**src/design/c2d_queue.sv**
```systemverilog
`default_nettype none
module c2d_queue #(
  parameter int W = 8
) (
  input  wire logic         clk,
  input  wire logic         rst,
  input  wire logic         wr,
  input  wire logic [W-1:0] wdata,
  output logic              full,
  input  wire logic         rd,
  output logic [W-1:0]      rdata,
  output logic              empty
);
  logic [W-1:0] mem [2];
  logic         wp, rp;
  logic [1:0]   cnt;

  assign full  = cnt == 2'd2;
  assign empty = cnt == 2'd0;
  assign rdata = mem[rp];

  always_ff @(posedge clk) begin
    if (wr) mem[wp] <= wdata;
    if (rst) begin
      wp <= 1'b0;
      rp <= 1'b0;
      cnt <= 2'd0;
    end else begin
      if (wr) wp <= ~wp;
      if (rd) rp <= ~rp;
      cnt <= cnt + {1'b0, wr} - {1'b0, rd};
    end
  end
endmodule
`default_nettype wire

```
**config.mk**
```make
export PLATFORM = sky130hd
export DESIGN_NAME = c2d_queue
export DESIGN_NICKNAME = d
export VERILOG_FILES = /design/src/design/c2d_queue.sv
export SDC_FILE = /design/constraint.sdc
export NUM_CORES = 1
export LEC_CHECK = 0
export BUFFER_PORTS_ARGS = -buffer_cell sky130_fd_sc_hd__buf_2
export CORE_MARGIN = 2
export CORE_UTILIZATION = 35
export CTS_CLUSTER_SIZE = 20
export DETAILED_ROUTE_END_ITERATION = 16
export PLACE_DENSITY = 0.55
export SLEW_MARGIN = 40
export SYNTH_ARGS = -nofsm -noshare
export SYNTH_HDL_FRONTEND = slang
export SYNTH_SLANG_ARGS = --single-unit
```
**constraint.sdc**
```tcl
create_clock -name clk -period 1.65 [get_ports clk]
set_input_delay 0.2475 -clock clk [delete_from_list [all_inputs] [get_ports clk]]
set_output_delay 0.2475 -clock clk [all_outputs]
set_load 0.005 [all_outputs]
```
### Yosys cells after proc, flatten, opt, wreduce, memory -nomap -nowiden

Memories as Yosys holds them, arrays and structs flattened. A register that Yosys moved wholly into a read port is not among the register bits.
Index checks and enable logic that the tools add are counted.

| storage, ports and cells | value |
|---|---|
| register bits after elaboration | 4 |
| memory bits (writable) | 16 |
| input bits | 12 |
| output and inout port bits | 10 |
| logic and storage cells | 14 |
| memories kept | 1 |

Memory list:

| name | depth | bits a word | read ports | clocked after memory_dff | wr ports | line | source |
|---|---|---|---|---|---|---|---|
| mem | 2 | 8 | 1 | 1 | 1 | 14 | `logic [W-1:0] mem [2];` |

| cells by class | value |
|---|---|
| add/subtract/negate cells | 2 |
| eq/ne operators | 1 |
| mux-type cells | 4 |
| bitwise operators | 2 |
| reduce and logical (&&, ||, !) cells | 1 |

Operators by type and width:

| cell | number |
|---|---|
| 1-bit 2-to-1 mux | 4 |
| 2-bit by 1-bit adder with 2-bit output | 1 |
| 2-bit == test, second input constant | 1 |
| 2-bit logical NOT | 1 |
| 1-bit inverter | 2 |
| 2-bit by 1-bit subtractor with 2-bit output | 1 |

### Depth between registers and ports, before layout

| depth | value |
|---|---|
| word-level depth | 3 |
| depth in mapped cells | 6 |
| mapped depth without buffers | 6 |

### Worst setup path after synthesis

OpenSTA, ideal clock, no wires.

| path | value |
|---|---|
| kind | register -> register |
| start point | register cnt[0] |
| end point | register cnt[1] |
| library setup time | 0.110 ns |
| data arrival time | 1.031 ns |
| data required time | 1.540 ns |
| slack | 0.509 ns |
| cell stages (with the launch flop) | 7 |
| path buffers | 0 |
| clock period less this slack | 1.141 ns |
| cells stage by stage | dfxtp_1 > inv_1 > ha_1 > inv_1 > ha_1 > xnor3_1 > nor2_1 |

| on the way | value |
|---|---|
| word-level cells in the longest chain between the ends | 2 |

Ends and longest elaborated chain:

| element | line | source |
|---|---|---|
| start: declaration | 16 | `logic [1:0] cnt;` |
| start signal: assignment | 31 | `cnt <= cnt + {1'b0, wr} - {1'b0, rd};` |
| 2-bit by 1-bit adder with 2-bit output | 31 |  |
| 2-bit by 1-bit subtractor with 2-bit output | 31 |  |

No other way between the ends.
A chain may end at the register's enable or synchronous reset.

==> impl_metrics.csv <==
group,metric,value,unit
outcome,status,"finished, final reports clean",
layout,ff_latch_area,581.8,um2
sta,fin_ws,0.1781,ns
drt,routed.top_layer,"met3",
layout,multi_input_area,198.9,um2
sta,worst_clock_skew,0.006685,ns
logic_synthesis,syn-cell-area,792.0,um2
cts,post_cts_buffers,0,
logic_synthesis,synthArstFlopShare,0,%
pwr,leakage,0.3843,nW
sta,holdWs,0.1328,ns
drt,wl_per_cell,11.47,um
global_routing,grt_max_degree,12,
drt,vias_per_cell,4.222,
min_path,hp-class,"input port to register",
setup_path,cp-start-kind,"register",
setup_path,rrSetupSlack,0.43,ns
sta,worst_slew_pin_slew,0.3721,ns
cts,cts.sinks,21,
die,core-area,2170,um2
logic_synthesis,synth_top_cell_area_share,60.66,%
sta,period_share,89.21,%
sta,fin_tns_setup,0,ns
logic_synthesis,synth-seq-area-share,73.30,%
drt,vias,418,
setup_path,path_delay_family,"flip-flops",
logic_synthesis,synth_seq_cells,21,
logic_synthesis,synth.most_common_cell,"edfxtp_1",
drt,wl_met3,101,um
layout,drive_gt1_share,47.89,%
setup_path,crit_fanout,8,
cts,cts_made_buffers,3,
cts,cts_root_buf,"clkbuf_4",
die,io_pins,22,
setup_path,cp-end-kind,"primary output",
min_path,whs_endpoint,"mem[1][5]",
cts,cts_tree,"done",
cts,postCtsHoldBufs,0,
sta,setup_viol,0,
drt,drtIter0Drc,9,
drt,route.met2.wl,520,um
sta,slew_viol_final,0,
global_routing,grt_use_total,9.598,%
placed_design,gp_congestion,0.6236,
pwr,ir_drop,0.6015,mV
global_routing,grt_first_pass_wirelength,1821,um
drt,wl_met1,513,um
die,die_w,51.57,um
pwr,pwr_density_cell,1073,nW/um2
layout,diodes,0,
drt,postRouteAntennaNets,0,
sta,rsz0062_at_grt,"no",
sta,min_period,1.472,ns
placed_design,port_buffers,21,
cts,clk_pin_slew,0.11,ns
logic_synthesis,ys_warn_count,0,
global_routing,grt_pass1_vias,413,
logic_synthesis,synth_common_cells,"16 x edfxtp_1, 8 x mux2_2, 5 x dfxtp_1, 5 x nor2_1, 3 x nor2b_1",
logic_synthesis,synth-edff-count,16,
min_path,hold_path_depth,1,
job,maxCapViolCount,0,
setup_path,worst_ep_arrival_time,1.22,ns
sta,hold_violations,0,
setup_path,r2r-end,"cnt[1]",
cts,clockBufferDepth,2,
logic_synthesis,ys.flop_type,"edfxtp_1",
layout,syn2layout_area_growth,21.48,%
sta,slew_headroom,75.19,%
setup_path,cp_num_buf_inv,1,
layout,fill_cells,206,
setup_path,critPathSlowestCell,"dfxtp_2",
setup_path,critical_path.max_stage_delay,0.45,ns
logic_synthesis,synthTopCellsByArea,"edfxtp_1 61%, dfxtp_1 13%, mux2_2 11%, ha_1 3.2%, xnor3_1 2.8%",
die,die_h,51.57,um
setup_path,reg2reg_depth,6,
die,core.rowCount,17,
drt,first_pass_iters,2,
sta,clock.fmax,0.6794,GHz
logic_synthesis,synth_top_area_cell,"edfxtp_1",
pwr,total_power,1.033,mW
setup_path,required,1.40,ns
placed_design,dpl.hpwl,826.3,um
layout,layout.nets,86,
drt,route.detailed.drc,0,
setup_path,criticalPathCategory,"register to primary output",
logic_synthesis,syn_inst,46,
cts,cts_resized,0,
global_routing,overflow,0,
logic_synthesis,ys_types,11,
die,dieArea,2659,um2
drt,routed_wl,1136,um
setup_path,path_cells,"mux2_2, buf_2",
min_path,worstHoldStart,"wdata[5]",
setup_path,regToRegStartpoint,"cnt[0]",
logic_synthesis,syn_nets,60,
cts,htreeDepth,1,
placed_design,dpl_worst_slack,0.3658,ns
cts,clock_latency,0.29,ns
global_routing,antenna_found_initial,0,
logic_synthesis,avgSynthCellArea,17.22,um2
die,start_util,36.51,%
==> per-layer routing <==
layer	track usage (%)	vias to the layer above
li1	-	213
met3	2.586	0
met2	14.53	15
met5	0	-
met4	6.579	0
met1	11.91	190
==> cells by family after synthesis <==
kind of cell / share of synthesized area (%)
flip-flops: 73.30
AND/OR/NAND/NOR: 5.530
multiplexers: 11.37
XOR/XNOR: 5.055
buffers and inverters: 1.580
adder cells (fa/ha/maj): 3.159
==> registers in the layout, indices dropped and copies added, names as in the netlist, named ones only <==
name,flops
wp,1
rp,1
mem,16
cnt,2
==> report_power, final <==
part | switching (mW) | internal (mW)
Clock | 0.145 | 0.0940
Sequential | 0.0227 | 0.614
Combinational | 0.0606 | 0.0964
==> stage by stage <==
stage / util [%] / area, um2 / cells
finish: 44.35 / 962.2 / 99
global route: 44.35 / 962.2 / 99
detailed placement: 43.08 / 934.6 / 95
CTS: 44.29 / 960.9 / 99
global placement: 43.08 / 934.6 / 95
floorplan: - / 792.0 / 46
==> worst max path at each step <==
stage	endpoint	slack (ns)	depth (start not counted)
global route	rdata[7]	0.11	2
CTS	rdata[6]	0.01	2
detailed placement	rdata[6]	0.37	2
global placement	rdata[6]	0.34	2
finish	rdata[6]	0.18	2
floorplan	cnt[1]	0.51	6
==> area by class of cell <==
class	instances	area share [%]
tap	28	3.641
timing repair buffer	22	11.70
clock buffer	4	2.731
sequential	21	60.47
multi-input combinational	22	20.68
inverter	2	0.7802
==> cell usage in the layout, fill, tap and decap left out <==
cell type  netlist  layout
nor2b_1          3       3
clkbuf_4         0       3
nor2_1           5       5
inv_1            2       2
edfxtp_1        16      16
mux2_2           8       8
dfxtp_1          5       4
buf_2            1      21
and2_1           1       1
xnor2_1          2       2
ha_1             2       2
xnor3_1          1       1
dfxtp_2          0       1
buf_4            0       1
clkbuf_1         0       1
(Power assumes the default switching activity.)
